[src/rtl/sfb_pkg.sv]
`timescale 1ns / 1ps
// ----------------------------------------------------------------------------
// sfb_pkg
// Shared types and constants for the sensor frame builder.
// ----------------------------------------------------------------------------
package sfb_pkg;

    localparam int MAX_PAYLOAD_DEFAULT = 999;
    localparam int QUEUE_DEPTH_DEFAULT = 4;

    localparam int PAYLOAD_CNT_W = 10;
    localparam int READING_CNT_W = 3;
    localparam int READING_NUM   = 7;
    localparam int HEADER_BYTES  = 6;

    localparam logic [1:0] OP_BEGIN   = 2'd0;
    localparam logic [1:0] OP_READING = 2'd1;
    localparam logic [1:0] OP_PAYLOAD = 2'd2;

    localparam logic [1:0] KIND_HEADER  = 2'd0;
    localparam logic [1:0] KIND_READING = 2'd1;
    localparam logic [1:0] KIND_PAYLOAD = 2'd2;

    // Command from the front end to the byte sequencer.
    // header : d0 destination, d1 sender, d2 origin node, flags
    // reading: d0 low byte, d1 high byte
    // payload: d0 data byte, emit = byte is passed, close = append checksum
    typedef struct packed {
        logic [1:0] kind;
        logic [7:0] d0;
        logic [7:0] d1;
        logic [7:0] d2;
        logic       text;
        logic       info;
        logic       keep;
        logic       emit;
        logic       close;
    } cmd_t;

endpackage

[src/rtl/sfb_front.sv]
`timescale 1ns / 1ps
// ----------------------------------------------------------------------------
// sfb_front
// Accepts input words, tracks the frame phase and queues byte commands.
// ----------------------------------------------------------------------------
module sfb_front #(
    parameter int MAX_PAYLOAD = sfb_pkg::MAX_PAYLOAD_DEFAULT
) (
    input  logic                clk,
    input  logic                rst_n,
    input  logic                accept,
    input  logic [1:0]          operation,
    input  logic [7:0]          destination,
    input  logic [7:0]          sender,
    input  logic [7:0]          origin_node,
    input  logic                text_flag,
    input  logic                info_flag,
    input  logic                keepalive_flag,
    input  logic [15:0]         reading,
    input  logic [7:0]          data_byte,
    input  logic                payload_last,
    output logic                push,
    output sfb_pkg::cmd_t       cmd
);

    localparam logic [1:0] PH_IDLE     = 2'd0;
    localparam logic [1:0] PH_READINGS = 2'd1;
    localparam logic [1:0] PH_PAYLOAD  = 2'd2;

    localparam logic [sfb_pkg::PAYLOAD_CNT_W-1:0] PAYLOAD_LIMIT =
        sfb_pkg::PAYLOAD_CNT_W'(MAX_PAYLOAD);
    localparam logic [sfb_pkg::READING_CNT_W-1:0] READING_FINAL =
        sfb_pkg::READING_CNT_W'(sfb_pkg::READING_NUM - 1);

    logic [1:0]                        phase_reg, phase_next;
    logic [sfb_pkg::READING_CNT_W-1:0] reading_count_reg, reading_count_next;
    logic [sfb_pkg::PAYLOAD_CNT_W-1:0] payload_count_reg, payload_count_next;
    logic                              room;

    always_comb
    begin
        phase_next         = phase_reg;
        reading_count_next = reading_count_reg;
        payload_count_next = payload_count_reg;
        push               = 1'b0;
        room               = payload_count_reg < PAYLOAD_LIMIT;

        cmd.kind  = sfb_pkg::KIND_PAYLOAD;
        cmd.d0    = data_byte;
        cmd.d1    = destination;
        cmd.d2    = origin_node;
        cmd.text  = text_flag;
        cmd.info  = info_flag;
        cmd.keep  = keepalive_flag;
        cmd.emit  = room;
        cmd.close = payload_last;

        if (accept)
        begin
            unique case (operation)
                sfb_pkg::OP_BEGIN:
                begin
                    if (phase_reg == PH_IDLE)
                    begin
                        push               = 1'b1;
                        cmd.kind           = sfb_pkg::KIND_HEADER;
                        cmd.d0             = destination;
                        cmd.d1             = sender;
                        reading_count_next = '0;
                        payload_count_next = '0;
                        phase_next         = text_flag ? PH_PAYLOAD : PH_READINGS;
                    end
                end
                sfb_pkg::OP_READING:
                begin
                    if (phase_reg == PH_READINGS)
                    begin
                        push               = 1'b1;
                        cmd.kind           = sfb_pkg::KIND_READING;
                        cmd.d0             = reading[7:0];
                        cmd.d1             = reading[15:8];
                        reading_count_next = reading_count_reg + 1'b1;
                        if (reading_count_reg == READING_FINAL)
                            phase_next = PH_PAYLOAD;
                    end
                end
                sfb_pkg::OP_PAYLOAD:
                begin
                    if (phase_reg == PH_PAYLOAD)
                    begin
                        push = room || payload_last;
                        if (room)
                            payload_count_next = payload_count_reg + 1'b1;
                        if (payload_last)
                            phase_next = PH_IDLE;
                    end
                end
                default:
                begin
                    push = 1'b0;
                end
            endcase
        end
    end

    always_ff @(posedge clk or negedge rst_n)
    begin
        if (!rst_n)
        begin
            phase_reg         <= PH_IDLE;
            reading_count_reg <= '0;
            payload_count_reg <= '0;
        end
        else
        begin
            phase_reg         <= phase_next;
            reading_count_reg <= reading_count_next;
            payload_count_reg <= payload_count_next;
        end
    end

endmodule

[src/rtl/sfb_fifo.sv]
`timescale 1ns / 1ps
// ----------------------------------------------------------------------------
// sfb_fifo
// Small command queue between the front end and the byte sequencer.
// ----------------------------------------------------------------------------
module sfb_fifo #(
    parameter int DEPTH = sfb_pkg::QUEUE_DEPTH_DEFAULT
) (
    input  logic          clk,
    input  logic          rst_n,
    input  logic          push,
    input  sfb_pkg::cmd_t push_data,
    input  logic          pop,
    output sfb_pkg::cmd_t pop_data,
    output logic          empty,
    output logic          full
);

    localparam int PTR_W = (DEPTH > 1) ? $clog2(DEPTH) : 1;
    localparam int CNT_W = $clog2(DEPTH + 1);
    localparam logic [PTR_W-1:0] PTR_LAST = PTR_W'(DEPTH - 1);
    localparam logic [CNT_W-1:0] CNT_FULL = CNT_W'(DEPTH);

    sfb_pkg::cmd_t    mem_reg [DEPTH];
    logic [PTR_W-1:0] wr_ptr_reg, wr_ptr_next;
    logic [PTR_W-1:0] rd_ptr_reg, rd_ptr_next;
    logic [CNT_W-1:0] count_reg, count_next;

    assign empty    = (count_reg == '0);
    assign full     = (count_reg == CNT_FULL);
    assign pop_data = mem_reg[rd_ptr_reg];

    always_comb
    begin
        wr_ptr_next = wr_ptr_reg;
        rd_ptr_next = rd_ptr_reg;
        count_next  = count_reg;
        if (push)
            wr_ptr_next = (wr_ptr_reg == PTR_LAST) ? '0 : wr_ptr_reg + 1'b1;
        if (pop)
            rd_ptr_next = (rd_ptr_reg == PTR_LAST) ? '0 : rd_ptr_reg + 1'b1;
        if (push && !pop)
            count_next = count_reg + 1'b1;
        else if (pop && !push)
            count_next = count_reg - 1'b1;
    end

    always_ff @(posedge clk)
    begin
        if (push)
            mem_reg[wr_ptr_reg] <= push_data;
    end

    always_ff @(posedge clk or negedge rst_n)
    begin
        if (!rst_n)
        begin
            wr_ptr_reg <= '0;
            rd_ptr_reg <= '0;
            count_reg  <= '0;
        end
        else
        begin
            wr_ptr_reg <= wr_ptr_next;
            rd_ptr_reg <= rd_ptr_next;
            count_reg  <= count_next;
        end
    end

endmodule

[src/rtl/sfb_back.sv]
`timescale 1ns / 1ps
// ----------------------------------------------------------------------------
// sfb_back
// Byte sequencer: expands queued commands into frame bytes, keeps the
// running sum and holds the output word register.
// ----------------------------------------------------------------------------
module sfb_back (
    input  logic          clk,
    input  logic          rst_n,
    input  sfb_pkg::cmd_t cmd,
    input  logic          cmd_empty,
    output logic          cmd_pop,
    output logic          out_valid,
    input  logic          out_stall,
    output logic [7:0]    frame_byte,
    output logic          frame_last
);

    localparam logic [2:0] HEADER_LAST = 3'(sfb_pkg::HEADER_BYTES - 1);

    logic [2:0]  idx_reg, idx_next;
    logic [15:0] sum_reg, sum_next;
    logic        out_valid_reg, out_valid_next;
    logic [7:0]  byte_reg, byte_next;
    logic        last_reg, last_next;
    logic [2:0]  step;
    logic [2:0]  last_step;
    logic [7:0]  sel_byte;
    logic        sel_last;
    logic        summed;
    logic        load;

    assign out_valid  = out_valid_reg;
    assign frame_byte = byte_reg;
    assign frame_last = last_reg;

    always_comb
    begin
        step      = idx_reg;
        last_step = 3'd0;
        sel_byte  = cmd.d0;
        sel_last  = 1'b0;
        summed    = 1'b1;

        unique case (cmd.kind)
            sfb_pkg::KIND_HEADER:
            begin
                last_step = HEADER_LAST;
                case (step)
                    3'd0:    sel_byte = cmd.d0;
                    3'd1:    sel_byte = cmd.d1;
                    3'd2:    sel_byte = {7'd0, cmd.text};
                    3'd3:    sel_byte = {7'd0, cmd.info};
                    3'd4:    sel_byte = {7'd0, cmd.keep};
                    default: sel_byte = cmd.d2;
                endcase
            end
            sfb_pkg::KIND_READING:
            begin
                last_step = 3'd1;
                sel_byte  = (step == 3'd0) ? cmd.d0 : cmd.d1;
            end
            default:
            begin
                // dropped byte: skip straight to the checksum
                step      = idx_reg + {2'd0, !cmd.emit};
                last_step = cmd.close ? 3'd2 : 3'd0;
                summed    = (step == 3'd0);
                case (step)
                    3'd0:    sel_byte = cmd.d0;
                    3'd1:    sel_byte = sum_reg[7:0];
                    default: sel_byte = sum_reg[15:8];
                endcase
                sel_last = (step == 3'd2);
            end
        endcase

        load    = !cmd_empty && (!out_valid_reg || !out_stall);
        cmd_pop = load && (step == last_step);

        idx_next       = idx_reg;
        sum_next       = sum_reg;
        out_valid_next = out_valid_reg;
        byte_next      = byte_reg;
        last_next      = last_reg;

        if (out_valid_reg && !out_stall)
            out_valid_next = 1'b0;

        if (load)
        begin
            out_valid_next = 1'b1;
            byte_next      = sel_byte;
            last_next      = sel_last;
            idx_next       = cmd_pop ? 3'd0 : idx_reg + 1'b1;
            if (summed)
            begin
                if (cmd.kind == sfb_pkg::KIND_HEADER && step == 3'd0)
                    sum_next = {8'd0, sel_byte};
                else
                    sum_next = sum_reg + {8'd0, sel_byte};
            end
        end
    end

    always_ff @(posedge clk or negedge rst_n)
    begin
        if (!rst_n)
        begin
            idx_reg       <= '0;
            sum_reg       <= '0;
            out_valid_reg <= 1'b0;
        end
        else
        begin
            idx_reg       <= idx_next;
            sum_reg       <= sum_next;
            out_valid_reg <= out_valid_next;
        end
    end

    always_ff @(posedge clk)
    begin
        byte_reg <= byte_next;
        last_reg <= last_next;
    end

endmodule

[src/rtl/sensor_frame_builder.sv]
`timescale 1ns / 1ps
// ----------------------------------------------------------------------------
// sensor_frame_builder
// Radio frame builder: header, sensor readings, payload and 16-bit sum.
// ----------------------------------------------------------------------------
// Input words are taken one per cycle while the command queue (QUEUE_DEPTH
// entries) has room; out-of-order and overflow words are consumed with no
// output. The byte sequencer behind the queue emits one frame byte per cycle
// unless out_stall holds it: a begin word yields 6 bytes, a reading 2, a
// payload byte 1, the closing payload word 2 or 3 (checksum low, then high
// with frame_last). Sustained payload rate is one byte per cycle too; the
// queue absorbs header and reading bytes until full, then in_stall rises.
module sensor_frame_builder #(
    parameter int MAX_PAYLOAD = sfb_pkg::MAX_PAYLOAD_DEFAULT,
    parameter int QUEUE_DEPTH = sfb_pkg::QUEUE_DEPTH_DEFAULT
) (
    input  logic        clk,
    input  logic        rst_n,
    input  logic        in_valid,
    output logic        in_stall,
    input  logic [1:0]  operation,
    input  logic [7:0]  destination,
    input  logic [7:0]  sender,
    input  logic [7:0]  origin_node,
    input  logic        text_flag,
    input  logic        info_flag,
    input  logic        keepalive_flag,
    input  logic [15:0] reading,
    input  logic [7:0]  data_byte,
    input  logic        payload_last,
    output logic        out_valid,
    input  logic        out_stall,
    output logic [7:0]  frame_byte,
    output logic        frame_last
);

    sfb_pkg::cmd_t front_cmd;
    sfb_pkg::cmd_t head_cmd;
    logic          push;
    logic          pop;
    logic          q_empty;
    logic          q_full;
    logic          accept;

    assign in_stall = q_full;
    assign accept   = in_valid && !q_full;

    sfb_front #(
        .MAX_PAYLOAD (MAX_PAYLOAD)
    ) u_front (
        .clk            (clk),
        .rst_n          (rst_n),
        .accept         (accept),
        .operation      (operation),
        .destination    (destination),
        .sender         (sender),
        .origin_node    (origin_node),
        .text_flag      (text_flag),
        .info_flag      (info_flag),
        .keepalive_flag (keepalive_flag),
        .reading        (reading),
        .data_byte      (data_byte),
        .payload_last   (payload_last),
        .push           (push),
        .cmd            (front_cmd)
    );

    sfb_fifo #(
        .DEPTH (QUEUE_DEPTH)
    ) u_fifo (
        .clk       (clk),
        .rst_n     (rst_n),
        .push      (push),
        .push_data (front_cmd),
        .pop       (pop),
        .pop_data  (head_cmd),
        .empty     (q_empty),
        .full      (q_full)
    );

    sfb_back u_back (
        .clk        (clk),
        .rst_n      (rst_n),
        .cmd        (head_cmd),
        .cmd_empty  (q_empty),
        .cmd_pop    (pop),
        .out_valid  (out_valid),
        .out_stall  (out_stall),
        .frame_byte (frame_byte),
        .frame_last (frame_last)
    );

endmodule

[config.mk]
export PLATFORM = sky130hd
export DESIGN_NAME = sensor_frame_builder
export DESIGN_NICKNAME = d
export VERILOG_FILES = /design/src/rtl/sfb_pkg.sv /design/src/rtl/sfb_front.sv /design/src/rtl/sfb_fifo.sv /design/src/rtl/sfb_back.sv /design/src/rtl/sensor_frame_builder.sv
export SDC_FILE = /design/constraint.sdc
export NUM_CORES = 1
export LEC_CHECK = 0
export ABC_CLOCK_PERIOD_IN_PS = 6400
export BUFFER_PORTS_ARGS = -buffer_cell sky130_fd_sc_hd__buf_2
export CAP_MARGIN = 25
export CORE_MARGIN = 2
export CORE_UTILIZATION = 56
export DETAILED_ROUTE_END_ITERATION = 8
export PLACE_DENSITY = 0.75
export SLEW_MARGIN = 40
export SYNTH_ARGS = -nofsm -noshare
export SYNTH_HDL_FRONTEND = slang
export SYNTH_SLANG_ARGS = --single-unit
[constraint.sdc]
create_clock -name clk -period 6.4 [get_ports clk]
set_clock_uncertainty 0.2 [all_clocks]
set_input_delay 0 -clock clk [delete_from_list [all_inputs] [get_ports clk]]
set_output_delay 0 -clock clk [all_outputs]
set_load 0.03 [all_outputs]
==> reports/results.tsv, run 1 <==
metric	value	unit
clk_root_buffer_cell	sky130_fd_sc_hd__clkbuf_16	
die_area	16600	um^2
io-pin-count	69	
maxClockFrequency	209	MHz
fraction_of_registers_with_async_set_or_reset_after_synthesis	24.0	%
synth_largest_area_cell	sky130_fd_sc_hd__edfxtp_1	
grt.overflow.total	0	
period_needed	4.78	ns
cpPeakStageDelay	0.77	ns
detailedPlacementHpwl	12.9	mm
layout-drive-gt1-share	21.8	%
die_height	129	um
floorplan.die.width	129	um
critical_path_class	reg2reg	
hold-path-cell-count	5	
hold-worst-slack	0.0231	ns
cp_cell_sequence	buf_4, mux4_2, and2_1, a221oi_1, o21a_1, a21oi_1, ha_1, o21ai_0, o21ai_0, a31oi_1, or4_1, a21oi_1	
arrival	4.93	ns
post_layout_util	67.6	%
layout_worst_path_cycle_share	74.7	%
synth-seq-area-share	57.9	%
max_cap_viol_count	0	
synth_largest_type_area_fraction	45.8	%
post_cts_resize_count	0	
fin_cells	958	
timing.critical_path.required	6.55	ns
insertedDiodeCount	0	
finalSetupViolCount	0	
drt_pass1_iterations	5	
netlist_instances	648	
preCtsSetupSlack	1.74	ns
rsz0062_at_grt	no	
timing.critical_path.to_type	flip-flop	
synth_fp_nets	736	
area.growth.synth_to_final	17.9	%
htree_levels	4	
yosysUniqueCellTypes	61	
hold_path.class	in2reg	
post_synth.cell_area_avg	13.4	um^2
initial_utilization	57.3	%
drc	0	
worst_setup_hold_path_clk_slew	0.07	ns
grt_first_pass_wirelength	31.6	mm
synth_enable_flop_cells	133	
grt_usage	25.0	%
clk-insertion-delay-late	0.44	ns
layout_commonest_cell	sky130_fd_sc_hd__edfxtp_1	
finalNetCount	845	
hold_viol	0	
netlist_top_cells_area	sky130_fd_sc_hd__edfxtp_1, sky130_fd_sc_hd__dfrtp_1, sky130_fd_sc_hd__mux4_2, sky130_fd_sc_hd__ha_1, sky130_fd_sc_hd__o21ai_0	
core	15200	um^2
vias_in_the_first_global_route	6111	
timing.critical_path.buf_inv	1	
worst-path-stages	12	
dpl.cell_count	882	
initialDrtViolationCount	547	
gp_congestion	0.916	
post-route-worst-setup-slack	1.62	ns
postRouteAntennaNets	0	
tightestPinTransition	0.693	ns
ctsLongestPathBuffers	2	
vias	6098	
avgRoutedWirePerCell	20.6	um
clock_sinks	175	
vdd_drop_max	0.227	mV
pin_count_of_the_biggest_net_entering_global_routing	43	
cts_inserted_buffers	17	
worst_case_reg_to_reg_path_depth	12	
antenna_found_initial	0	
worst_slew_margin_rel	53.8	%
floorplan.rows	45	
ys_ff_latch	175	
layout.cells.most_common_list	sky130_fd_sc_hd__edfxtp_1, sky130_fd_sc_hd__buf_2, sky130_fd_sc_hd__nand2_1, sky130_fd_sc_hd__o21ai_0, sky130_fd_sc_hd__dlygate4sd3_1	
crit_slowest_cell	sky130_fd_sc_hd__mux4_2	
cp_max_fo	37	
largest_reg_flops	124	
vias_per_cell	6.37	
cts_tree	done	
power_leakage	3.86	nW
synth_warnings	0	
outcome	complete, no violations	
final_sum_of_negative_setup_slack	0	ns
synth_area	8710	um^2
numPortBuffers	68	
slew_viol_final	0	
synth_flop_cell	sky130_fd_sc_hd__edfxtp_1	
power_density	466	nW/um^2
wirelength	19.7	mm
worst_path_dominant_cell_family	compound AO/OA/AOI/OAI gates	
cp-start-kind	flip-flop	
==> logic make-up (layout without fill, tap and decap cells) <==
logic type | count (synthesis) | count (layout) | share of synthesized area [%]
buf+inv | 52 | 174 | 2.50
flops | 175 | 175 | 57.9
mux | 66 | 66 | 12.9
xor+xnor | 6 | 6 | 0.603
fa+ha+maj | 30 | 30 | 4.48
simple gates | 162 | 162 | 9.45
compound gates | 157 | 157 | 12.2
==> cells in the mapped netlist (3+ instances only) <==
cell                        count
sky130_fd_sc_hd__ha_1          28
sky130_fd_sc_hd__inv_1         23
sky130_fd_sc_hd__a221oi_1       4
sky130_fd_sc_hd__and3b_1        3
sky130_fd_sc_hd__nor3_1         5
sky130_fd_sc_hd__nand2b_1       4
sky130_fd_sc_hd__a31oi_1        4
sky130_fd_sc_hd__a211oi_1       4
sky130_fd_sc_hd__dfrtp_1       42
sky130_fd_sc_hd__o41ai_1        3
sky130_fd_sc_hd__nor3b_1        3
sky130_fd_sc_hd__a21o_1         4
sky130_fd_sc_hd__xor2_1         3
sky130_fd_sc_hd__o21ai_0       48
sky130_fd_sc_hd__or4_1          8
sky130_fd_sc_hd__nor2_1        24
sky130_fd_sc_hd__nand4_1        6
sky130_fd_sc_hd__nand2_1       64
sky130_fd_sc_hd__mux4_2        36
sky130_fd_sc_hd__o31ai_1       11
sky130_fd_sc_hd__nand3_1       14
sky130_fd_sc_hd__and2_1         7
sky130_fd_sc_hd__and3_1        10
sky130_fd_sc_hd__o211ai_1       7
sky130_fd_sc_hd__o2111ai_1      3
sky130_fd_sc_hd__nor2b_1        3
sky130_fd_sc_hd__mux2i_1       19
sky130_fd_sc_hd__a32oi_1       10
sky130_fd_sc_hd__mux2_2        11
sky130_fd_sc_hd__clkbuf_1      18
sky130_fd_sc_hd__o21a_1         5
sky130_fd_sc_hd__a22oi_1       16
sky130_fd_sc_hd__buf_2          6
sky130_fd_sc_hd__edfxtp_1     133
sky130_fd_sc_hd__o21bai_1       3
sky130_fd_sc_hd__a22o_1         3
sky130_fd_sc_hd__a21oi_1       19
sky130_fd_sc_hd__xnor2_1        3
==> through the flow <==
step                      power [W]  cell area (um^2)
after global routing        0.00508             10300
after floorplan             0.00319              8710
after CTS                   0.00477             10300
after global placement      0.00364              9220
final                       0.00479             10300
after detailed placement    0.00371              9240
==> power by group <==
part	switching [W]	leakage (nW)	total, W	internal, W
combinational	0.00130	1.87	0.00221	0.000904
clock	0.000463	0.272	0.00101	0.000550
sequential	0.000145	1.72	0.00157	0.00143
total	0.00191	3.86	0.00479	0.00288
==> layer usage <==
layer	share of wire (%)	GRT usage [%]
met1	43	34.0
met2	49	41.1
met3	5.7	5.41
met4	1.7	7.86
met5	0	0
==> layout make-up <==
class	instances	area (um^2)
clock inverter	14	150
multi-input combinational	421	3480
tap	188	235
inverter	24	90.1
clock buffer	18	429
timing repair buffer	118	841
fill	1036	4930
sequential	175	5050
==> timing repair <==
action                                  CTS  global route
endpoints found under the hold margin   170             0
setup buffers                             0             0
hold buffers                             43             0
endpoints found under the setup margin    0             0
==> worst paths after layout <==
kind | from | endpoint | slack, ns
min reg2reg | u_back.out_valid$_DFFE_PN0P_ | u_back.out_valid$_DFFE_PN0P_ | 0.31
min in group asynchronous | rst_n | u_back.sum_reg[9]$_DFFE_PN0P_ | 0.40
max | u_fifo.rd_ptr_reg[0]$_DFFE_PN0P_ | u_back.sum_reg[15]$_DFFE_PN0P_ | 1.62
max reg2reg | u_fifo.rd_ptr_reg[0]$_DFFE_PN0P_ | u_back.sum_reg[15]$_DFFE_PN0P_ | 1.62
max in group asynchronous | rst_n | u_fifo.rd_ptr_reg[0]$_DFFE_PN0P_ | 5.36
min | operation[1] | u_front.reading_count_reg[0]$_DFFE_PN0P_ | 0.02
==> tightest hold or removal path, stage by stage <==
cell                      delay [ns]
sky130_fd_sc_hd__buf_2          0.11
sky130_fd_sc_hd__inv_1          0.06
sky130_fd_sc_hd__ha_1           0.29
sky130_fd_sc_hd__nand2_1        0.09
sky130_fd_sc_hd__o21ai_0        0.06
(Power assumes the default switching activity.)
==> run 2: changes to the inputs <==
- ABC_CLOCK_PERIOD_IN_PS: 6400 -> 4700
- clock period: 6.4 -> 4.7 ns (I/O delays scaled with it)
==> reports/results.tsv, run 2 (same netlist as run 1, synthesis figures left out) <==
metric	value	unit	change
outcome	complete, but fails checks		
violations	negative hold slack		
die_area	16600	um^2	unchanged
power_leakage	3.89	nW	+0.83%
final_sum_of_negative_setup_slack	0	ns	unchanged
worst_slew_margin_rel	51.0	%	-2.8 points
numPortBuffers	68		unchanged
maxClockFrequency	229	MHz	+9.5%
max_cap_viol_count	0		unchanged
grt.overflow.total	0		unchanged
p_total	0.00661	W	+38%
pin_count_of_the_biggest_net_entering_global_routing	43		unchanged
cts_setup_buffers	0		unchanged
grt_usage	26.1	%	+1.1 points
vias_in_the_first_global_route	6111		unchanged
initial_utilization	57.3	%	unchanged
clk-insertion-delay-late	0.43	ns	about the same
tightestPinTransition	0.730	ns	+0.0370 ns
hold-worst-slack	-0.0187	ns	-0.0419 ns
cts_tree	done		
layout_commonest_cell	sky130_fd_sc_hd__edfxtp_1		
die_height	129	um	unchanged
grt_first_pass_wirelength	32.7	mm	+3.3%
gp_congestion	0.879		-4.0%
cp_max_fo	16		-57%
vdd_drop_max	0.353	mV	+56%
floorplan.rows	45		unchanged
fillerInstances	1061		+2.4%
htree_levels	4		unchanged
critical_path_class	reg2reg		
avgRoutedWirePerCell	20.8	um	+1.1%
vias_per_cell	6.36		-0.11%
timing.critical_path.to_type	flip-flop		
register_area	5050	um^2	unchanged
drc	0		unchanged
vias	6123		+0.41%
layout_worst_path_cycle_share	92.9	%	+18 points
postRouteAntennaNets	0		unchanged
clk_root_buffer_cell	sky130_fd_sc_hd__clkbuf_16		
multi_input_area	3490	um^2	+0.11%
initialDrtViolationCount	487		-11%
rsz0062_at_grt	no		
slew_viol_final	0		unchanged
detailedPlacementHpwl	13.0	mm	+0.30%
core	15200	um^2	unchanged
largest_reg_flops	124		unchanged
arrival	4.47	ns	-0.46 ns
layout.cells.most_common_list	sky130_fd_sc_hd__edfxtp_1, sky130_fd_sc_hd__buf_2, sky130_fd_sc_hd__nand2_1, sky130_fd_sc_hd__o21ai_0, sky130_fd_sc_hd__dlygate4sd3_1		
hold_path.class	in2async		
clock_sinks	175		unchanged
insertedDiodeCount	0		unchanged
finalSetupViolCount	0		unchanged
layout-drive-gt1-share	22.1	%	+0.25 points
finalNetCount	851		+0.71%
antenna_found_initial	0		unchanged
floorplan.die.width	129	um	unchanged
cts_inserted_buffers	17		unchanged
drt_pass1_iterations	5		unchanged
worst_setup_hold_path_clk_slew	0.07	ns	about the same
area.growth.synth_to_final	18.6	%	
io-pin-count	69		unchanged
wirelength	20.0	mm	+1.6%
cp-start-kind	flip-flop		
period_needed	4.36	ns	-0.414 ns
hold_viol	8		+8
ctsLongestPathBuffers	2		unchanged
power_density	640	nW/um^2	+37%
timing.critical_path.required	4.81	ns	-1.74 ns
## run 2: changes by cell type in the layout (fill, tap and decap cells not counted)
cell                            before  now
sky130_fd_sc_hd__dlygate4sd3_1      42   44
sky130_fd_sc_hd__a31oi_2             0    1
sky130_fd_sc_hd__nor2_1             23   24
sky130_fd_sc_hd__buf_4               7    9
sky130_fd_sc_hd__clkinvlp_4          4    3
sky130_fd_sc_hd__nor2_2              1    0
sky130_fd_sc_hd__buf_16              1    0
sky130_fd_sc_hd__a31oi_1             4    3
sky130_fd_sc_hd__clkinv_8            1    0
sky130_fd_sc_hd__inv_8               3    1
sky130_fd_sc_hd__buf_12              0    2
sky130_fd_sc_hd__buf_2              68   69
sky130_fd_sc_hd__bufinv_16           1    2
sky130_fd_sc_hd__inv_6               4    6
## run 2: per-stage QoR
stage / worst slack (ns) / instances / cell area [um^2] / hold WS, ns / utilization, %
after global routing: 0.0186 / 963 / 10300 / 0.0403 / 68.0
after detailed placement: 0.373 / 888 / 9310 / -0.0699 / 61.2
after global placement: 0.546 / 887 / 9290 / -0.0863 / 61.1
after CTS: 0.351 / 963 / 10300 / 0.00294 / 67.9
after floorplan: 0.0742 / 648 / 8720 / -0.496 / -
final: 0.336 / 963 / 10300 / -0.0187 / 68.0
## run 2: path summary, 6_finish.rpt
path | startpoint | to | slack, ns | cells past startpoint
worst max-delay path | u_fifo.rd_ptr_reg[0]$_DFFE_PN0P_ | u_back.sum_reg[10]$_DFFE_PN0P_ | 0.34 | 16
worst min-delay path | rst_n | u_back.sum_reg[5]$_DFFE_PN0P_ | -0.02 | 3
worst max register to register | u_fifo.rd_ptr_reg[0]$_DFFE_PN0P_ | u_back.sum_reg[10]$_DFFE_PN0P_ | 0.34 | 16
worst min register to register | u_back.out_valid$_DFFE_PN0P_ | u_back.out_valid$_DFFE_PN0P_ | 0.30 | 2
max in group asynchronous | rst_n | u_fifo.rd_ptr_reg[1]$_DFFE_PN0P_ | 3.87 | 3
min in group clk | reading[7] | u_fifo.mem_reg[3][28]$_DFFE_PP_ | 0.03 | 3
## run 2: timing repair
action / 4_1_cts / 5_1_grt
hold endpoints to repair: 170 / 0
gates resized for setup: 0 / 1
hold buffers: 44 / 0
setup endpoints to repair: 0 / 1
## run 2: layout make-up
class	count	share of cell area [%]
multi-input cells	421	33.7
repair buffers	124	8.65
well taps	188	2.28
clock inverters	13	1.47
clock buffers	18	4.15
flip-flops and latches	175	48.8
inverters	24	0.872
## run 2: metal layers
layer / global-route usage (%) / wire length, um / up-vias
li1: - / - / 2779
met1: 35.4 / 8420 / 3029
met2: 42.3 / 9770 / 287
met3: 5.95 / 1420 / 28
met4: 9.21 / 410 / 0
met5: 0 / 0 / -
## run 2: critical path: stages, from the launching register on
cell and delay (ns):
sky130_fd_sc_hd__dfrtp_2 0.40, sky130_fd_sc_hd__mux4_2 0.49, sky130_fd_sc_hd__inv_1 0.07, sky130_fd_sc_hd__ha_1 0.14, sky130_fd_sc_hd__ha_1 0.21, sky130_fd_sc_hd__xor2_1 0.35, sky130_fd_sc_hd__nor2_1 0.08, sky130_fd_sc_hd__buf_4 0.19
sky130_fd_sc_hd__o21ai_0 0.15, sky130_fd_sc_hd__a21oi_1 0.11, sky130_fd_sc_hd__ha_1 0.25, sky130_fd_sc_hd__fa_1 0.42, sky130_fd_sc_hd__a21o_1 0.19, sky130_fd_sc_hd__o2bb2ai_1 0.16, sky130_fd_sc_hd__o41ai_2 0.55, sky130_fd_sc_hd__or4_1 0.21
sky130_fd_sc_hd__nand3_1 0.07
## run 2: power by group
part	switching [W]	leakage, nW	internal [W]
sequential	0.000194	1.72	0.00195
clock	0.000609	0.277	0.000792
combinational	0.00179	1.90	0.00128
total	0.00260	3.89	0.00402
==> run 3: changes to the inputs <==
- RECOVER_POWER: default -> 100
==> reports/results.tsv, run 3 (same netlist as run 1, synthesis figures left out) <==
metric	value	unit	change
drt_pass1_iterations	5		unchanged
violations	max-capacitance violations, max-slew violations		
final_sum_of_negative_setup_slack	0	ns	unchanged
power_density	642	nW/um^2	+0.28%
cp-start-kind	flip-flop		
layout_commonest_cell	sky130_fd_sc_hd__edfxtp_1		
critical_path_class	reg2reg		
hold-worst-slack	0.0264	ns	+0.0451 ns
die_area	16600	um^2	unchanged
hold_viol	0		-8
postPlaceCellArea	9310	um^2	unchanged
slew_viol_final	70		+70
worst_case_reg_to_reg_path_depth	16		unchanged
grt_first_pass_wirelength	32.7	mm	unchanged
period_needed	4.37	ns	+0.00261 ns
vias	6110		-0.21%
floorplan.rows	45		unchanged
vdd_drop_max	0.353	mV	about the same
clk-insertion-delay-late	0.43	ns	about the same
worst_slew_margin_rel	-64.2	%	-120 points
htree_levels	4		unchanged
timing.critical_path.required	4.81	ns	about the same
pin_count_of_the_biggest_net_entering_global_routing	43		unchanged
detailedPlacementHpwl	13.0	mm	unchanged
cts_tree	done		
grt.overflow.total	0		unchanged
vias_per_cell	6.34		-0.21%
insertedDiodeCount	0		unchanged
arrival	4.47	ns	about the same
p_total	0.00658	W	-0.52%
postRouteAntennaNets	0		unchanged
postLayoutCellArea	10300	um^2	-0.80%
cp_max_fo	16		unchanged
worst_setup_hold_path_clk_slew	0.06	ns	about the same
gp_congestion	0.879		unchanged
outcome	complete, but fails checks		
avgRoutedWirePerCell	20.8	um	about the same
initial_utilization	57.3	%	unchanged
core	15200	um^2	unchanged
hold-path-cell-count	3		
antenna_found_initial	0		unchanged
wirelength	20.0	mm	about the same
tightestPinTransition	2.46	ns	+1.73 ns
floorplan.die.width	129	um	unchanged
finalNetCount	851		unchanged
die_height	129	um	unchanged
timing.critical_path.to_type	flip-flop		
grt_usage	26.1	%	unchanged
ctsLongestPathBuffers	2		unchanged
layout_worst_path_cycle_share	92.9	%	about the same
numPortBuffers	68		unchanged
clk_root_buffer_cell	sky130_fd_sc_hd__clkbuf_16		
maxClockFrequency	229	MHz	about the same
fillerInstances	1087		+2.5%
drc	0		unchanged
largest_reg_flops	124		unchanged
initialDrtViolationCount	446		-8.4%
max_cap_viol_count	2		+2
finalSetupViolCount	0		unchanged
cts_inserted_buffers	17		unchanged
rsz0062_at_grt	no		
vias_in_the_first_global_route	6111		unchanged
power_leakage	3.81	nW	-2.2%
post_layout_util	67.4	%	-0.54 points
io-pin-count	69		unchanged
layout.cells.most_common_list	sky130_fd_sc_hd__edfxtp_1, sky130_fd_sc_hd__nand2_1, sky130_fd_sc_hd__o21ai_0, sky130_fd_sc_hd__dlygate4sd3_1, sky130_fd_sc_hd__buf_2		
hold_path.class	in2reg		
area.growth.synth_to_final	17.6	%	
clock_sinks	175		unchanged
layout-drive-gt1-share	18.3	%	-3.7 points
==> run 3: cell count changes in the layout (fill, tap and decap cells not counted), sizes merged <==
cell / delta
clkbuf: +30
buf: -30
==> run 3: timing repair <==
| item | CTS | global route |
|---|---|---|
| setup buffers | 0 | 0 |
| hold endpoints to repair | 170 | 0 |
| resized for setup | 0 | 1 |
| endpoints found under the setup margin | 0 | 1 |
| hold buffers | 44 | 0 |
==> run 3: final timing paths <==
| kind | endpoint | from | slack (ns) |
|---|---|---|---|
| setup / recovery | u_back.sum_reg[10]$_DFFE_PN0P_ | u_fifo.rd_ptr_reg[0]$_DFFE_PN0P_ | 0.33 |
| hold reg to reg | u_fifo.count_reg[2]$_DFFE_PN0P_ | u_fifo.count_reg[2]$_DFFE_PN0P_ | 0.30 |
| hold / removal | u_fifo.mem_reg[3][28]$_DFFE_PP_ | reading[7] | 0.03 |
| max in group asynchronous | u_fifo.rd_ptr_reg[1]$_DFFE_PN0P_ | rst_n | 1.95 |
| min in group asynchronous | u_back.sum_reg[5]$_DFFE_PN0P_ | rst_n | 0.74 |
| setup reg to reg | u_back.sum_reg[10]$_DFFE_PN0P_ | u_fifo.rd_ptr_reg[0]$_DFFE_PN0P_ | 0.33 |
==> run 3: where the power goes <==
part | switching [W] | internal, W | total, W | leakage, nW
clock | 0.000606 | 0.000792 | 0.00140 | 0.277
combinational | 0.00178 | 0.00126 | 0.00304 | 1.81
sequential | 0.000195 | 0.00195 | 0.00214 | 1.72
==> run 3: layout make-up <==
cell class,instances,area [um^2],share of cell area (%)
Inverter,24,90.1,0.879
Clock buffer,18,429,4.19
Clock inverter,13,151,1.48
Timing Repair Buffer,124,848,8.28
Sequential cell,175,5050,49.2
Tap cell,188,235,2.29
Multi-Input combinational cell,421,3450,33.7
==> run 3: per-stage QoR <==
stage	setup slack, ns	std cells
2_1_floorplan	0.0742	648
3_3_place_gp	0.546	887
3_5_place_dp	0.373	888
4_1_cts	0.351	963
5_1_grt	0.0186	963
6_report	0.333	963
==> run 3: worst max-delay path: stages, from the launching register on <==
cell	delay (ns)
sky130_fd_sc_hd__dfrtp_2	0.39
sky130_fd_sc_hd__mux4_2	0.50
sky130_fd_sc_hd__inv_1	0.07
sky130_fd_sc_hd__ha_1	0.14
sky130_fd_sc_hd__ha_1	0.21
sky130_fd_sc_hd__xor2_1	0.35
sky130_fd_sc_hd__nor2_1	0.08
sky130_fd_sc_hd__buf_4	0.19
sky130_fd_sc_hd__o21ai_0	0.15
sky130_fd_sc_hd__a21oi_1	0.11
sky130_fd_sc_hd__ha_1	0.25
sky130_fd_sc_hd__fa_1	0.42
sky130_fd_sc_hd__a21o_1	0.19
sky130_fd_sc_hd__o2bb2ai_1	0.17
sky130_fd_sc_hd__o41ai_2	0.55
sky130_fd_sc_hd__or4_1	0.21
sky130_fd_sc_hd__nand3_1	0.07
==> run 3: metal layers <==
| layer | track usage [%] | routed length, um | up-vias |
|---|---|---|---|
| li1 | - | - | 2776 |
| met3 | 5.95 | 1290 | 31 |
| met1 | 35.4 | 8490 | 3043 |
| met4 | 9.21 | 397 | 0 |
| met5 | 0 | 0 | - |
| met2 | 42.3 | 9840 | 260 |
